File: src/hdl/taylor_sine_cosine_unit_assert.svh
// Assertion macros shared by the Taylor sine and cosine unit.
// Depends on nothing; files that check their own logic include it by name.
`ifndef TAYLOR_SINE_COSINE_UNIT_ASSERT_SVH
`define TAYLOR_SINE_COSINE_UNIT_ASSERT_SVH

// The consequent must hold in the same cycle as the antecedent.
`define TSC_ASSERT_IMPLY(label, clk, rst_n, ante, cons) \
    label: assert property (@(posedge clk) disable iff (!rst_n) (ante) |-> (cons)) \
        else $error("%m: same-cycle check failed");

// The consequent must hold in the cycle after the antecedent.
`define TSC_ASSERT_NEXT(label, clk, rst_n, ante, cons) \
    label: assert property (@(posedge clk) disable iff (!rst_n) (ante) |=> (cons)) \
        else $error("%m: next-cycle check failed");

`endif

File: src/hdl/tsc_pkg.sv
// Shared widths, constants and types of the Taylor sine and cosine unit.
// Depends on nothing; every other design file imports it.
package tsc_pkg;

    localparam int TERM_COUNT  = 16;
    localparam int TERM_LAST   = 2 * TERM_COUNT - 1;
    localparam int ANGLE_W     = 31;
    localparam int ANGLE_FRAC  = 28;
    localparam int FRAC_BITS   = 40;
    localparam int OUT_W       = 32;
    localparam int OUT_FRAC    = 30;
    localparam int ROUND_SHIFT = FRAC_BITS - OUT_FRAC;

    // Term magnitudes x^k/k! stay below 2^49 for any angle below 8.0.
    localparam int TERM_W  = 49;
    localparam int LO_W    = 25;
    localparam int HI_W    = TERM_W - LO_W;
    localparam int ACC_W   = 54;

    // The scaled product p*x is divided by k one chunk at a time.
    localparam int CHUNK_W     = 18;
    localparam int CHUNK_N     = 3;
    localparam int PROD_W      = CHUNK_W * CHUNK_N;
    localparam int SUM_W       = ANGLE_FRAC + PROD_W;
    localparam int IDX_W       = $clog2(2 * TERM_COUNT);
    localparam int DIGIT_W     = IDX_W + CHUNK_W;
    localparam int RECIP_SHIFT = DIGIT_W + IDX_W;
    localparam int RECIP_W     = RECIP_SHIFT + 1;

    localparam logic [TERM_W-1:0]       TERM_ONE   = TERM_W'(1) << FRAC_BITS;
    localparam logic signed [ACC_W-1:0] ACC_ONE    = ACC_W'(1) << FRAC_BITS;
    localparam logic signed [ACC_W-1:0] ROUND_HALF = ACC_W'(1) << (ROUND_SHIFT - 1);
    localparam logic signed [OUT_W-1:0] OUT_ONE    = OUT_W'(1) << OUT_FRAC;

    typedef struct packed {
        logic [ANGLE_W-1:0]       angle;
        logic signed [ACC_W-1:0]  sin_acc;
        logic signed [ACC_W-1:0]  cos_acc;
    } t_item;

    typedef struct packed {
        t_item               item;
        logic [TERM_W-1:0]   term;
    } t_cell_bus;

endpackage

File: src/hdl/tsc_out_stage.sv
// Output register of the Taylor sine and cosine unit: rounds and saturates both sums to Q2.30.
// Depends on tsc_pkg and on the assertion macros in taylor_sine_cosine_unit_assert.svh.
`include "taylor_sine_cosine_unit_assert.svh"

module tsc_out_stage (
    input  logic                               i_clk,
    input  logic                               i_rst_n,
    input  logic                               i_valid,
    input  tsc_pkg::t_item                     i_item,
    input  logic                               i_ready,
    output logic                               o_take,
    output logic                               o_valid,
    output logic signed [tsc_pkg::OUT_W-1:0]   o_sine_value,
    output logic signed [tsc_pkg::OUT_W-1:0]   o_cosine_value
);
    import tsc_pkg::*;

    logic                     r_valid;
    logic signed [OUT_W-1:0]  r_sine;
    logic signed [OUT_W-1:0]  r_cosine;
    logic                     w_in_range;

    // Saturates at plus or minus one and otherwise rounds to nearest, ties upward.
    function automatic logic signed [OUT_W-1:0] to_q230(input logic signed [ACC_W-1:0] acc);
        logic signed [ACC_W-1:0]  biased;
        logic signed [OUT_W-1:0]  res;
        biased = acc + ROUND_HALF;
        if (acc >= ACC_ONE) begin
            res = OUT_ONE;
        end else if (acc <= -ACC_ONE) begin
            res = -OUT_ONE;
        end else begin
            res = biased[ROUND_SHIFT +: OUT_W];
        end
        return res;
    endfunction

    assign o_take = !r_valid || i_ready;

    always_ff @(posedge i_clk) begin
        if (!i_rst_n) begin
            r_valid <= 1'b0;
        end else if (o_take) begin
            r_valid <= i_valid;
        end
    end

    always_ff @(posedge i_clk) begin
        if (o_take && i_valid) begin
            r_sine   <= to_q230(i_item.sin_acc);
            r_cosine <= to_q230(i_item.cos_acc);
        end
    end

    assign o_valid        = r_valid;
    assign o_sine_value   = r_sine;
    assign o_cosine_value = r_cosine;

    assign w_in_range = (o_sine_value <= OUT_ONE) && (o_sine_value >= -OUT_ONE)
                     && (o_cosine_value <= OUT_ONE) && (o_cosine_value >= -OUT_ONE);

    `TSC_ASSERT_IMPLY(a_results_saturated, i_clk, i_rst_n, o_valid, w_in_range)

endmodule
File: config.mk
export PLATFORM = sky130hd
export DESIGN_NAME = tsc_out_stage
export DESIGN_NICKNAME = d
export VERILOG_FILES = /design/src/hdl/tsc_pkg.sv /design/src/hdl/tsc_out_stage.sv
export VERILOG_INCLUDE_DIRS = /design/src /design/src/hdl
export SDC_FILE = /design/constraint.sdc
export NUM_CORES = 1
export LEC_CHECK = 0
export BUFFER_PORTS_ARGS = -buffer_cell sky130_fd_sc_hd__buf_2
export CAP_MARGIN = 20
export CORE_MARGIN = 2
export CORE_UTILIZATION = 41
export DETAILED_ROUTE_END_ITERATION = 8
export GPL_TIMING_DRIVEN = 1
export PLACE_DENSITY = 0.72
export SYNTH_ARGS = -nofsm -noshare
export SYNTH_HDL_FRONTEND = slang
export SYNTH_SLANG_ARGS = --single-unit
File: constraint.sdc
create_clock -name i_clk -period 3.05 [get_ports i_clk]
set_clock_uncertainty 0.1 [all_clocks]
set_input_delay 0 -clock i_clk [delete_from_list [all_inputs] [get_ports i_clk]]
set_output_delay 0 -clock i_clk [all_outputs]
set_load 0.005 [all_outputs]
### Word-level counts from Yosys, hierarchy flattened

Index checks and enable logic that the tools add are counted.

| word-level totals | value |
|---|---|
| memory bits (writable) | 0 |
| memories | 0 |
| latch bits | 0 |
| register bits after elaboration | 65 |
| output and inout port bits | 66 |
| logic and storage cells | 18 |
| memory bits (read-only) | 0 |
| input bits | 143 |

| cells by class | value |
|---|---|
| reductions and logical operators | 5 |
| multiplexer cells | 2 |
| eq/ne operators | 0 |
| div/mod/pow operators | 0 |
| $lt $le $gt $ge | 4 |
| bitwise operators | 0 |
| multiply operators | 0 |
| add/subtract/negate cells | 2 |
| shifts and indexed selects | 0 |

Operators by type and width:

| kind | count |
|---|---|
| greater-or-equal comparator 54 x 42 -> 1 bit (second input constant) | 2 |
| less-or-equal comparator 54 x 41 -> 1 bit (second input constant) | 2 |
| adder 42 x 11 -> 42 bit (second input constant) | 2 |
| 2-to-1 mux 32 bit | 2 |
| OR reduction 2 bit | 2 |
| logical AND 1 bit | 1 |
| zero test 1 bit | 1 |
| logical OR 1 bit | 1 |

### Depth between registers and ports, before layout

Gate-level depths: netlist of the first run.

| logic depth | value |
|---|---|
| depth after elaboration | 3 |
| depth in mapped cells | 7 |
| gate-level depth less buffers | 6 |

### Worst setup path before layout of the first run

No wires, ideal clock.

| path | value |
|---|---|
| path type | register to register |
| start point | reg r_valid, in the netlist o_valid |
| end point | reg r_cosine[0], in the netlist o_cosine_value[0] (enable) |
| cell stages (with the launch flop) | 3 |
| library setup time | 0.429 ns |
| data arrival time | 1.946 ns |
| required time | 2.521 ns |
| buffers on the path | 0 |
| period minus slack after synthesis | 2.475 ns |
| setup slack | 0.575 ns |
| path through | dfxtp_1 > nand2b_1 > and2_1 |

| on the way | value |
|---|---|
| longest elaborated chain between the ends | 3 |

RTL lines:

| item | line | text |
|---|---|---|
| start: declaration | tsc_out_stage.sv:18 | `logic r_valid;` |
| start signal: assignment | tsc_out_stage.sv:44 | `r_valid <= i_valid;` |
| zero test 1 bit | tsc_out_stage.sv:38 | `assign o_take = !r_valid \|\| i_ready;` |
| logical OR 1 bit | tsc_out_stage.sv:38 |  |
| via o_take | tsc_out_stage.sv:11 | `output logic o_take,` |
| logical AND 1 bit | tsc_out_stage.sv:49 | `if (o_take && i_valid) begin` |
| end signal: assignment | tsc_out_stage.sv:51 | `r_cosine <= to_q230(i_item.cos_acc);` |
| end: declaration | tsc_out_stage.sv:20 | `logic signed [OUT_W-1:0] r_cosine;` |

The timed path passes the listed nets, and every way through them passes these cells.
A chain may end at the register's enable or synchronous reset.

### Worst setup path in the final report of the first run

| path | value |
|---|---|
| start point | in i_item[72] (netlist name) |
| end point | reg r_sine[15], in the netlist o_sine_value[15], data pin |

| on the way | value |
|---|---|
| longest elaborated chain between the ends | 2 |
| elaborated cells on any way between the ends | 4 |
| those cells by class | 1 x add/sub; 2 x order compare; 1 x reduce/logical |

RTL lines:

| item | line | text |
|---|---|---|
| start: declaration | tsc_out_stage.sv:9 | `input tsc_pkg::t_item i_item,` |
| greater-or-equal comparator 54 x 42 -> 1 bit / less-or-equal comparator 54 x 41 -> 1 bit (equally long branches) | tsc_out_stage.sv:28, tsc_out_stage.sv:30 |  |
| OR reduction 2 bit (no source line) | -- |  |
| end signal: assignment | tsc_out_stage.sv:50 | `r_sine <= to_q230(i_item.sin_acc);` |
| end: declaration | tsc_out_stage.sv:19 | `logic signed [OUT_W-1:0] r_sine;` |

Parallel ways exist; a longest one is shown, timed or not.

==> results.md, run 1 <==
| Metric | This run |
| --- | --- |
| Number of fillers in the final layout | 716 |
| Hold Path Origin | i_item[107] |
| Share of the clock period used by the worst path after layout | 0.800 |
| Fraction of final layout cells sized beyond drive strength 1 | 0.330 |
| Routed WL | 11500 um |
| Top cells by area in the synthesized netlist | sky130_fd_sc_hd__edfxtp_1 (51%), sky130_fd_sc_hd__xor2_1 (9.9%), sky130_fd_sc_hd__nor2_1 (7.0%), sky130_fd_sc_hd__nand4_1 (4.4%), sky130_fd_sc_hd__xnor2_1 (3.7%) |
| FF/Latch Area | 1940 sq um |
| DRC violations left | 0 |
| Number of antenna violations at the first check in global routing | 0 |
| Number of detailed-routing iterations run before antenna repair | 4 |
| Max-capacitance violation count | 0 |
| Worst slack on hold paths | 0.0327 ns |
| Top library cells by usage in the layout, fill and taps aside | sky130_fd_sc_hd__buf_2 (177), sky130_fd_sc_hd__nor2_1 (71), sky130_fd_sc_hd__edfxtp_1 (64) |
| Iteration-0 DRC Markers | 100 |
| Hold Path Class | in2reg |
| Xor and xnor area share after synthesis | 0.136 |
| TritonCTS clock tree | done |
| Fraction of post-synthesis cell area in the top cell type by area | 0.506 |
| Post-synthesis cell count | 373 |
| Flip-flop and latch count after synthesis | 65 |
| Critical path data required time | 3.03 ns |
| Number of buffers added by the clock tree synthesis step | 9 |
| Arrival time worst endpoint | 2.42 ns |
| Total nets after synthesis | 518 |
| CTS H-tree depth | 3 |
| Clock root cell | sky130_fd_sc_hd__clkbuf_8 |
| Via density per instance | 5.30 |
| Cell type contributing the most total cell area after synthesis | sky130_fd_sc_hd__edfxtp_1 |
| Slew of the pin with the lowest slew margin | 0.801 ns |
| Most frequent standard cell in the layout excluding fill and tap cells | sky130_fd_sc_hd__buf_2 |
| Combinational family with the most area after synthesis | simple AND/OR/NAND/NOR gates |
| Worst-path fanout max | 16 |
| Core Box Area | 9110 sq um |
| I/O Pins | 209 |
| Launch instance of the worst register-to-register path | o_valid |
| Synthesized area per cell | 10.2 sq um |
| Remaining global-route overflow | 0 |
| Placed wire-length estimate | 7960 um |
| Mapped Area | 3800 sq um |
| Clock transition at the registers of the reported paths | 0.07 ns |
| Lkg Pwr | 2.29 nW |
| Via count | 3882 |
| Simple-gate portion of the synthesized area | 0.306 |
| Synth Area in Compound Gates | 0.0191 |
| Die ar. | 10000 sq um |
| Status | finished clean |
| Fin Setup TNS | 0 ns |
| Critical path class | in2reg |
| Count of final setup violators | 0 |
| Final RePlAce weighted congestion | 0.856 |
| Hold Vio Cnt, Final | 0 |
| Critical path startpoint category | input port |
| Via count of the first global-routing pass | 3875 |
| Max Fclk | 0.410 GHz |
| Global-route wire length before repair | 17900 um |
| Height of the chip | 100 um |
| Hold path cells | 3 |
| Final Net Count | 761 |
| Port-buffer cells | 177 |
| Origin of the worst setup path | i_item[72] |
| Largest net degree at the start of global routing | 39 |
| Post-synthesis sequential area ratio | 0.511 |
| Worst-skew pair later-pin latency | 0.33 ns |
| RSZ-0062 raised after global routing | no |
| Arithmetic-cell share of the synthesized area counting full adders, half adders and majority gates | 0.00659 |
| Number of clock sinks | 65 |
| Crit path capture type | flip-flop |
| Combined area of the multi-input logic cells | 1780 sq um |
| Max-slew headroom at the worst pin | 0.463 |
| Cells on worst reg2reg path | 3 |
| Antenna diode count | 0 |
| Number of routed nets with antenna violations | 0 |
| Final slew viol count | 0 |
| Area growth, synth to finish | 49.4% |
| Average wire per cell in the routed design | 15.7 um |
| Yosys warning total | 0 |
| Max Root-Sink Buffers | 2 |
| Mux cell area share after synthesis | 0 |
| Num rows | 35 |
| Total GRT Usage | 0.227 |
| Final Critical Period | 2.44 ns |
| Effective utilization at floorplan | 0.417 |
| PD cells | 410 nW/um^2 |
| Count of distinct cell types in the synthesized netlist | 32 |
| Max IR drop VDD | 0.211 mV |
| Horizontal die dimension | 100 um |
[logic make-up (layout without fill, tap and decap cells)]
| kind of cell | count (synthesis) | in the layout |
|---|---|---|
| AND/OR/NAND/NOR | 221 | 221 |
| flip-flops | 65 | 65 |
| XOR/XNOR | 59 | 59 |
| buffers and inverters | 18 | 266 |
| AO/OA/AOI/OAI | 8 | 8 |
| adder cells (fa/ha/maj) | 2 | 2 |
[critical path: stages]
cell and delay (ns):
sky130_fd_sc_hd__dlygate4sd3_1 0.52, sky130_fd_sc_hd__buf_2 0.15, sky130_fd_sc_hd__nor4_1 0.31, sky130_fd_sc_hd__nand3_1 0.17, sky130_fd_sc_hd__or3_1 0.40, sky130_fd_sc_hd__nand3b_1 0.48, sky130_fd_sc_hd__buf_4 0.31, sky130_fd_sc_hd__nor2_1 0.07
[area by class of cell]
class,instances,share of cell area
clock buffers,10,0.0225
clock inverters,6,0.0187
inverters,5,0.00331
multi-input cells,290,0.313
flip-flops and latches,65,0.342
well taps,111,0.0245
repair buffers,245,0.276
[cells in the mapped netlist]
master and number:
sky130_fd_sc_hd__a21boi_0 1, sky130_fd_sc_hd__a41oi_1 4, sky130_fd_sc_hd__and2_0 1, sky130_fd_sc_hd__and2_1 6, sky130_fd_sc_hd__and3_1 10, sky130_fd_sc_hd__and4_1 9
sky130_fd_sc_hd__buf_2 10, sky130_fd_sc_hd__clkbuf_1 3, sky130_fd_sc_hd__dfxtp_1 1, sky130_fd_sc_hd__edfxtp_1 64, sky130_fd_sc_hd__ha_1 2, sky130_fd_sc_hd__inv_1 5
sky130_fd_sc_hd__nand2_1 23, sky130_fd_sc_hd__nand2_2 2, sky130_fd_sc_hd__nand2b_1 2, sky130_fd_sc_hd__nand3_1 27, sky130_fd_sc_hd__nand3_2 2, sky130_fd_sc_hd__nand3b_1 2
sky130_fd_sc_hd__nand4_1 27, sky130_fd_sc_hd__nor2_1 71, sky130_fd_sc_hd__nor3_1 9, sky130_fd_sc_hd__nor3_2 1, sky130_fd_sc_hd__nor4_1 21, sky130_fd_sc_hd__nor4_4 1
sky130_fd_sc_hd__nor4b_1 2, sky130_fd_sc_hd__o21ai_1 1, sky130_fd_sc_hd__o41ai_1 1, sky130_fd_sc_hd__o41ai_2 1, sky130_fd_sc_hd__or3_1 4, sky130_fd_sc_hd__or3b_1 1
sky130_fd_sc_hd__xnor2_1 16, sky130_fd_sc_hd__xor2_1 43
[stage by stage]
| stage | std cells | total power [mW] | utilization | cell area [sq um] | setup slack, ns |
|---|---|---|---|---|---|
| floorplan | 373 | 1.20 | - | 3800 | 0.575 |
| global placement | 654 | 1.39 | 0.529 | 4820 | 0.869 |
| detailed placement | 654 | 1.40 | 0.529 | 4820 | 0.800 |
| CTS | 732 | 2.34 | 0.623 | 5670 | 0.618 |
| global route | 732 | 2.42 | 0.623 | 5670 | 0.516 |
| finish | 732 | 2.32 | 0.623 | 5670 | 0.611 |
[state kept, by name, summed over array words and instances, names as in the netlist]
name            cells
o_cosine_value     32
o_sine_value       32
o_valid             1
[where the power goes]
part	leakage [nW]	switching, mW	internal (mW)
combinational	1.54	0.199	0.193
clock	0.114	0.333	0.539
sequential	0.644	0.0145	1.04
[per-layer routing]
metal / GRT usage / routed length [um] / vias up
li1: - / - / 1861
met1: 0.244 / 4200 / 1773
met2: 0.418 / 5970 / 221
met3: 0.0564 / 1040 / 27
met4: 0.103 / 289 / 0
met5: 0 / 0 / -
[final timing paths]
path,end,slack (ns)
worst min register to register,o_cosine_value[16],0.99
worst max register to register,o_sine_value[21],1.29
worst min-delay path,o_sine_value[31],0.03
worst max-delay path,o_sine_value[15],0.61
[what timing repair did]
action                    4_1_cts  5_1_grt
hold buffers                   62        0
setup buffers                   0        0
hold endpoints to repair       60        0
gates resized for setup         0        0
Note: power is estimated with default switching activity, not from simulation.
==> run 2: changes to the inputs <==
PLACE_DENSITY = 0.75   (was 0.72)
clock period = 2.08 ns   (was 3.05 ns; I/O delays follow)
==> run 2 against run 1 <==
Against the previous run: cell count increased by 1.5%; setup slack got worse by 0.56 ns; combinational power is 51% higher; via count is 1.6% higher; non-clock buffer count increased by 11; sequential share of layout area down 0.73 points; first-iteration DRC count grew 22%; utilization increased by 1.4 points; power increased by 42%; worst hold slack lost 0.0094 ns; clock power increased by 33%; critical path type unchanged; largest power group unchanged.
==> results.md, run 2 (synthesis results as in run 1) <==
| Metric | This run | Delta |
| --- | --- | --- |
| Core Box Area | 9110 sq um | unchanged |
| Count of final setup violators | 0 | unchanged |
| Average wire per cell in the routed design | 15.3 um | was 15.7 um |
| Post-layout utilization of the core | 0.637 | was 0.623 |
| Iteration-0 DRC Markers | 122 | was 100 |
| Via count | 3946 | was 3882 |
| Max-capacitance violation count | 0 | unchanged |
| Number of buffers added by the clock tree synthesis step | 9 | unchanged |
| Slew of the pin with the lowest slew margin | 0.500 ns | was 0.801 ns |
| Top library cells by usage in the layout, fill and taps aside | sky130_fd_sc_hd__buf_2 (174), sky130_fd_sc_hd__nor2_1 (71), sky130_fd_sc_hd__edfxtp_1 (64) | was sky130_fd_sc_hd__buf_2 (177), sky130_fd_sc_hd__nor2_1 (71), sky130_fd_sc_hd__edfxtp_1 (64) |
| Effective utilization at floorplan | 0.417 | unchanged |
| Port-buffer cells | 177 | unchanged |
| Number of clock sinks | 65 | unchanged |
| Origin of the worst setup path | i_item[18] | was i_item[72] |
| Max-slew headroom at the worst pin | 0.667 | was 0.463 |
| Status | finished clean | unchanged |
| Placed instance area | 4890 sq um | was 4820 sq um |
| Number of fillers in the final layout | 706 | was 716 |
| Hold Path Origin | i_item[14] | was i_item[107] |
| Antenna diode count | 0 | unchanged |
| Hold Vio Cnt, Final | 0 | unchanged |
| Final Critical Period | 2.03 ns |  |
| I/O Pins | 209 | unchanged |
| Area growth, synth to finish | 52.7% | was 49.4% |
| Critical path startpoint category | input port | unchanged |
| Max Root-Sink Buffers | 2 | unchanged |
| Launch instance of the worst register-to-register path | o_valid | unchanged |
| Lkg Pwr | 2.36 nW | was 2.29 nW |
| Num rows | 35 | unchanged |
| Routed WL | 11300 um | was 11500 um |
| Remaining global-route overflow | 0 | unchanged |
| Power Total | 3.30 mW | was 2.32 mW |
| Arrival time worst endpoint | 2.03 ns | was 2.42 ns |
| Critical path data required time | 2.08 ns | was 3.03 ns |
| CTS H-tree depth | 3 | unchanged |
| Clock root cell | sky130_fd_sc_hd__clkbuf_8 | unchanged |
| Final design area excluding fillers | 5800 sq um | was 5670 sq um |
| Horizontal die dimension | 100 um | unchanged |
| Critical path class | in2reg | unchanged |
| Setup Slack @ Placement | 0.101 ns | was 0.800 ns |
| Largest net degree at the start of global routing | 32 | was 39 |
| TritonCTS clock tree | done | unchanged |
| Worst-path fanout max | 8 | was 16 |
| Fraction of final layout cells sized beyond drive strength 1 | 0.350 | was 0.330 |
| Final Net Count | 772 | was 761 |
| Die ar. | 10000 sq um | unchanged |
| Crit path capture type | flip-flop | unchanged |
| Worst slack on hold paths | 0.0233 ns | was 0.0327 ns |
| Final Instance Count excl. Fillers | 743 | was 732 |
| Share of the clock period used by the worst path after layout | 0.976 |  |
| Number of detailed-routing iterations run before antenna repair | 5 | was 4 |
| Height of the chip | 100 um | unchanged |
| Clock transition at the registers of the reported paths | 0.08 ns | was 0.07 ns |
| Most frequent standard cell in the layout excluding fill and tap cells | sky130_fd_sc_hd__buf_2 | unchanged |
| Number of routed nets with antenna violations | 0 | unchanged |
| Via density per instance | 5.31 | was 5.30 |
| Total GRT Usage | 0.223 | was 0.227 |
| Max Fclk | 0.493 GHz |  |
| Final RePlAce weighted congestion | 0.894 | was 0.856 |
| Worst-skew pair later-pin latency | 0.33 ns | about the same |
| Placed wire-length estimate | 7890 um | was 7960 um |
| Max IR drop VDD | 0.327 mV | was 0.211 mV |
| Via count of the first global-routing pass | 3838 | was 3875 |
| Final slew viol count | 0 | unchanged |
| Post-placement cell count | 660 | was 654 |
| Number of antenna violations at the first check in global routing | 0 | unchanged |
| Fin Setup TNS | 0 ns | unchanged |
| DRC violations left | 0 | unchanged |
| Hold Path Class | in2reg | unchanged |
| Worst Slack Setup Final | 0.0509 ns | was 0.611 ns |
| Global-route wire length before repair | 17500 um | was 17900 um |
| PD cells | 570 nW/um^2 | was 410 nW/um^2 |
==> run 2: changes by cell type in the layout (fill, tap and decap cells not counted), moves of 2 or more <==
cell                     previous run  this run
sky130_fd_sc_hd__nor4_2             0         2
sky130_fd_sc_hd__nor4_1            21        19
sky130_fd_sc_hd__buf_2            177       174
sky130_fd_sc_hd__and4_1             9         7
sky130_fd_sc_hd__buf_4              5        15
sky130_fd_sc_hd__buf_12             1         3
==> run 2: worst max-delay path, cell delays in order <==
cell,delay (ns)
sky130_fd_sc_hd__dlygate4sd3_1,0.53
sky130_fd_sc_hd__buf_2,0.16
sky130_fd_sc_hd__nand4_1,0.15
sky130_fd_sc_hd__nor3_2,0.13
sky130_fd_sc_hd__buf_4,0.18
sky130_fd_sc_hd__nand4_1,0.11
sky130_fd_sc_hd__xor2_1,0.15
sky130_fd_sc_hd__dlygate4sd3_1,0.57
sky130_fd_sc_hd__nor2_1,0.04
==> run 2: what timing repair did <==
item / in CTS / in global routing
setup buffers: 0 / 4
endpoints found under the setup margin: 0 / 22
hold buffers: 63 / 0
resized for setup: 0 / 13
hold endpoints to repair: 60 / 0
==> run 2: cell type report <==
class	count	area [sq um]	area share
Sequential cell	65	1940	0.335
Tap cell	111	139	0.0240
Inverter	5	18.8	0.00324
Clock buffer	11	131	0.0227
Timing Repair Buffer	256	1690	0.291
Clock inverter	5	81.3	0.0140
Multi-Input combinational cell	290	1800	0.311
==> run 2: path summary, 6_finish.rpt <==
kind,to,cells after the start,slack [ns]
max reg2reg,o_cosine_value[0],3,0.51
min reg2reg,o_sine_value[21],2,0.90
min,o_cosine_value[5],4,0.02
max,o_cosine_value[23],9,0.05
==> run 2: layer usage <==
layer	vias to the layer above	track usage	routed length, um
met5	-	0	0
met4	0	0.106	308
met3	22	0.0529	943
met2	202	0.406	5820
met1	1833	0.244	4280
li1	1889	-	-
==> run 2: power breakdown <==
part	switching (mW)	total (mW)	internal (mW)
clock	0.483	1.16	0.676
combinational	0.295	0.593	0.297
sequential	0.0190	1.55	1.53
==> run 3: changes to the inputs <==
CTS_CLUSTER_SIZE = 30   (was unset)
RECOVER_POWER = 50   (was unset)
==> run 3 against run 2 <==
Against the previous run: via count barely moved; worst hold slack got worse by 0.00072 ns; non-clock buffer count did not move; utilization is 0.59 points lower; combinational power down 2%; cell count stayed put; setup slack got worse by 0.013 ns; sequential cell count unchanged; cell area down 0.93%; clock-buffer cell count is the same; sequential share of layout area increased by 0.31 points; critical endpoint unchanged; largest cell class unchanged; largest power group unchanged.
==> results.md, run 3 (synthesis results as in run 1) <==
| Metric | This run | Delta |
| --- | --- | --- |
| Lkg Pwr | 2.25 nW | was 2.36 nW |
| Clock transition at the registers of the reported paths | 0.08 ns | about the same |
| Horizontal die dimension | 100 um | unchanged |
| Crit path capture type | flip-flop | unchanged |
| Hold Path Origin | i_item[14] | unchanged |
| Number of buffers added by the clock tree synthesis step | 9 | unchanged |
| Max Fclk | 0.490 GHz | was 0.493 GHz |
| Top library cells by usage in the layout, fill and taps aside | sky130_fd_sc_hd__buf_2 (139), sky130_fd_sc_hd__nor2_1 (71), sky130_fd_sc_hd__edfxtp_1 (64) | was sky130_fd_sc_hd__buf_2 (174), sky130_fd_sc_hd__nor2_1 (71), sky130_fd_sc_hd__edfxtp_1 (64) |
| Number of routed nets with antenna violations | 0 | unchanged |
| Area growth, synth to finish | 51.3% | was 52.7% |
| Final Net Count | 772 | unchanged |
| Slowest stage cell on the critical path | sky130_fd_sc_hd__dlygate4sd3_1 | unchanged |
| Port-buffer cells | 177 | unchanged |
| DRC violations left | 0 | unchanged |
| Clock root cell | sky130_fd_sc_hd__clkbuf_8 | unchanged |
| Remaining global-route overflow | 0 | unchanged |
| Post-layout utilization of the core | 0.631 | was 0.637 |
| Critical path class | in2reg | unchanged |
| Total GRT Usage | 0.223 | unchanged |
| Via density per instance | 5.31 | about the same |
| Crit path max-delay family | buffers and inverters | unchanged |
| Slew of the pin with the lowest slew margin | 0.909 ns | was 0.500 ns |
| Share of the clock period used by the worst path after layout | 0.982 | was 0.976 |
| PD cells | 574 nW/um^2 | was 570 nW/um^2 |
| Worst-skew pair later-pin latency | 0.33 ns | about the same |
| Launch instance of the worst register-to-register path | o_valid | unchanged |
| Endpoint of the worst register-to-register path | o_cosine_value[3] | was o_cosine_value[0] |
| Number of fillers in the final layout | 723 | was 706 |
| Hold Path Class | in2reg | unchanged |
| Largest net degree at the start of global routing | 32 | unchanged |
| Routed WL | 11400 um | was 11300 um |
| Max IR drop VDD | 0.326 mV | was 0.327 mV |
| Placed wire-length estimate | 7890 um | unchanged |
| Final slew viol count | 0 | unchanged |
| Height of the chip | 100 um | unchanged |
| Final RePlAce weighted congestion | 0.894 | unchanged |
| Worst slack on hold paths | 0.0226 ns | was 0.0233 ns |
| Number of clock sinks | 65 | unchanged |
| Most frequent standard cell in the layout excluding fill and tap cells | sky130_fd_sc_hd__buf_2 | unchanged |
| Num rows | 35 | unchanged |
| Antenna diode count | 0 | unchanged |
| Core Box Area | 9110 sq um | unchanged |
| Cell-by-cell listing of the critical path | dlygate4sd3_1, buf_2, nand4_1, nor3_2, buf_4, nand4_1, xor2_1, dlygate4sd3_1, nor2_1 | unchanged |
| CTS H-tree depth | 3 | unchanged |
| Number of detailed-routing iterations run before antenna repair | 4 | was 5 |
| Max-capacitance violation count | 0 | unchanged |
| Iteration-0 DRC Markers | 115 | was 122 |
| I/O Pins | 209 | unchanged |
| Effective utilization at floorplan | 0.417 | unchanged |
| Number of antenna violations at the first check in global routing | 0 | unchanged |
| Status | finished clean | unchanged |
| Global-route wire length before repair | 17500 um | unchanged |
| Final Critical Period | 2.04 ns | was 2.03 ns |
| Average wire per cell in the routed design | 15.3 um | about the same |
| FF/Latch Area | 1940 sq um | unchanged |
| Cells on worst reg2reg path | 3 | unchanged |
| Via count | 3943 | was 3946 |
| Max Root-Sink Buffers | 2 | unchanged |
| Fraction of final layout cells sized beyond drive strength 1 | 0.293 | was 0.350 |
| Worst-path fanout max | 8 | unchanged |
| Count of final setup violators | 0 | unchanged |
| Arrival time worst endpoint | 2.04 ns | was 2.03 ns |
| Biggest cell delay along the critical path | 0.57 ns | about the same |
| Worst setup slack for register-to-register paths | 0.19 ns | was 0.51 ns |
| Max-slew headroom at the worst pin | 0.394 | was 0.667 |
| Worst Hold Endpoint | o_cosine_value[5] | unchanged |
| Hold Vio Cnt, Final | 0 | unchanged |
| Combined area of the multi-input logic cells | 1800 sq um | about the same |
| Via count of the first global-routing pass | 3838 | unchanged |
| Critical path startpoint category | input port | unchanged |
| Count of buffering cells on the critical path with inverters included | 4 | unchanged |
| Die ar. | 10000 sq um | unchanged |
| Hold path cells | 4 | unchanged |
| Critical path data required time | 2.08 ns | about the same |
| TritonCTS clock tree | done | unchanged |
-- run 3: cell count changes in the layout (fill, tap and decap cells not counted), sizes merged --
cell | before | now
buf | 193 | 158
clkbuf | 11 | 46
-- run 3: worst max-delay path by stage --
stage,start,end,cells after the start,slack [ns]
floorplan,o_valid,o_cosine_value[0],2,0.30
CTS,i_item[21],o_cosine_value[23],8,0.006
global placement,i_item[10],o_cosine_value[13],8,0.09
finish,i_item[18],o_cosine_value[23],9,0.04
global route,i_item[18],o_cosine_value[23],9,-0.001
detailed placement,i_item[10],o_cosine_value[17],8,0.10
-- run 3: what timing repair did --
| action | CTS | global route |
|---|---|---|
| hold endpoints to repair | 60 | 0 |
| setup buffers | 0 | 4 |
| endpoints found under the setup margin | 0 | 22 |
| hold buffers | 63 | 0 |
| resized for setup | 0 | 13 |
-- run 3: metrics by stage --
stage / instance area, sq um / worst slack [ns] / total power [mW] / instances / TNS, ns
2_1_floorplan: 3800 / 0.302 / 1.75 / 373 / 0
3_3_place_gp: 4890 / 0.0947 / 2.05 / 660 / 0
3_5_place_dp: 4890 / 0.101 / 2.06 / 660 / 0
4_1_cts: 5730 / 0.00583 / 3.31 / 739 / 0
5_1_grt: 5740 / -0.00131 / 3.45 / 743 / -0.00131
6_report: 5740 / 0.0382 / 3.30 / 743 / 0
-- run 3: tightest hold or removal path, cell delays in order --
cell                      delay, ns
sky130_fd_sc_hd__buf_2         0.12
sky130_fd_sc_hd__nand3_1       0.08
sky130_fd_sc_hd__xor2_1        0.07
sky130_fd_sc_hd__nor2_1        0.08
-- run 3: area by class of cell --
class | instances | area share
Clock buffer | 11 | 0.0229
Clock inverter | 5 | 0.0142
Inverter | 5 | 0.00327
Multi-Input combinational cell | 290 | 0.313
Sequential cell | 65 | 0.338
Tap cell | 111 | 0.0242
Timing Repair Buffer | 256 | 0.284
-- run 3: report_power, final --
part | switching (mW) | leakage [nW] | internal [mW]
sequential | 0.0204 | 0.644 | 1.53
clock | 0.488 | 0.104 | 0.676
combinational | 0.296 | 1.50 | 0.284
-- run 3: metal layers --
layer / track usage / vias to the layer above / part of all wire
li1: - / 1885 / -
met1: 0.244 / 1844 / 0.39
met2: 0.406 / 192 / 0.51
met3: 0.0529 / 22 / 0.076
met4: 0.106 / 0 / 0.027
met5: 0 / - / 0
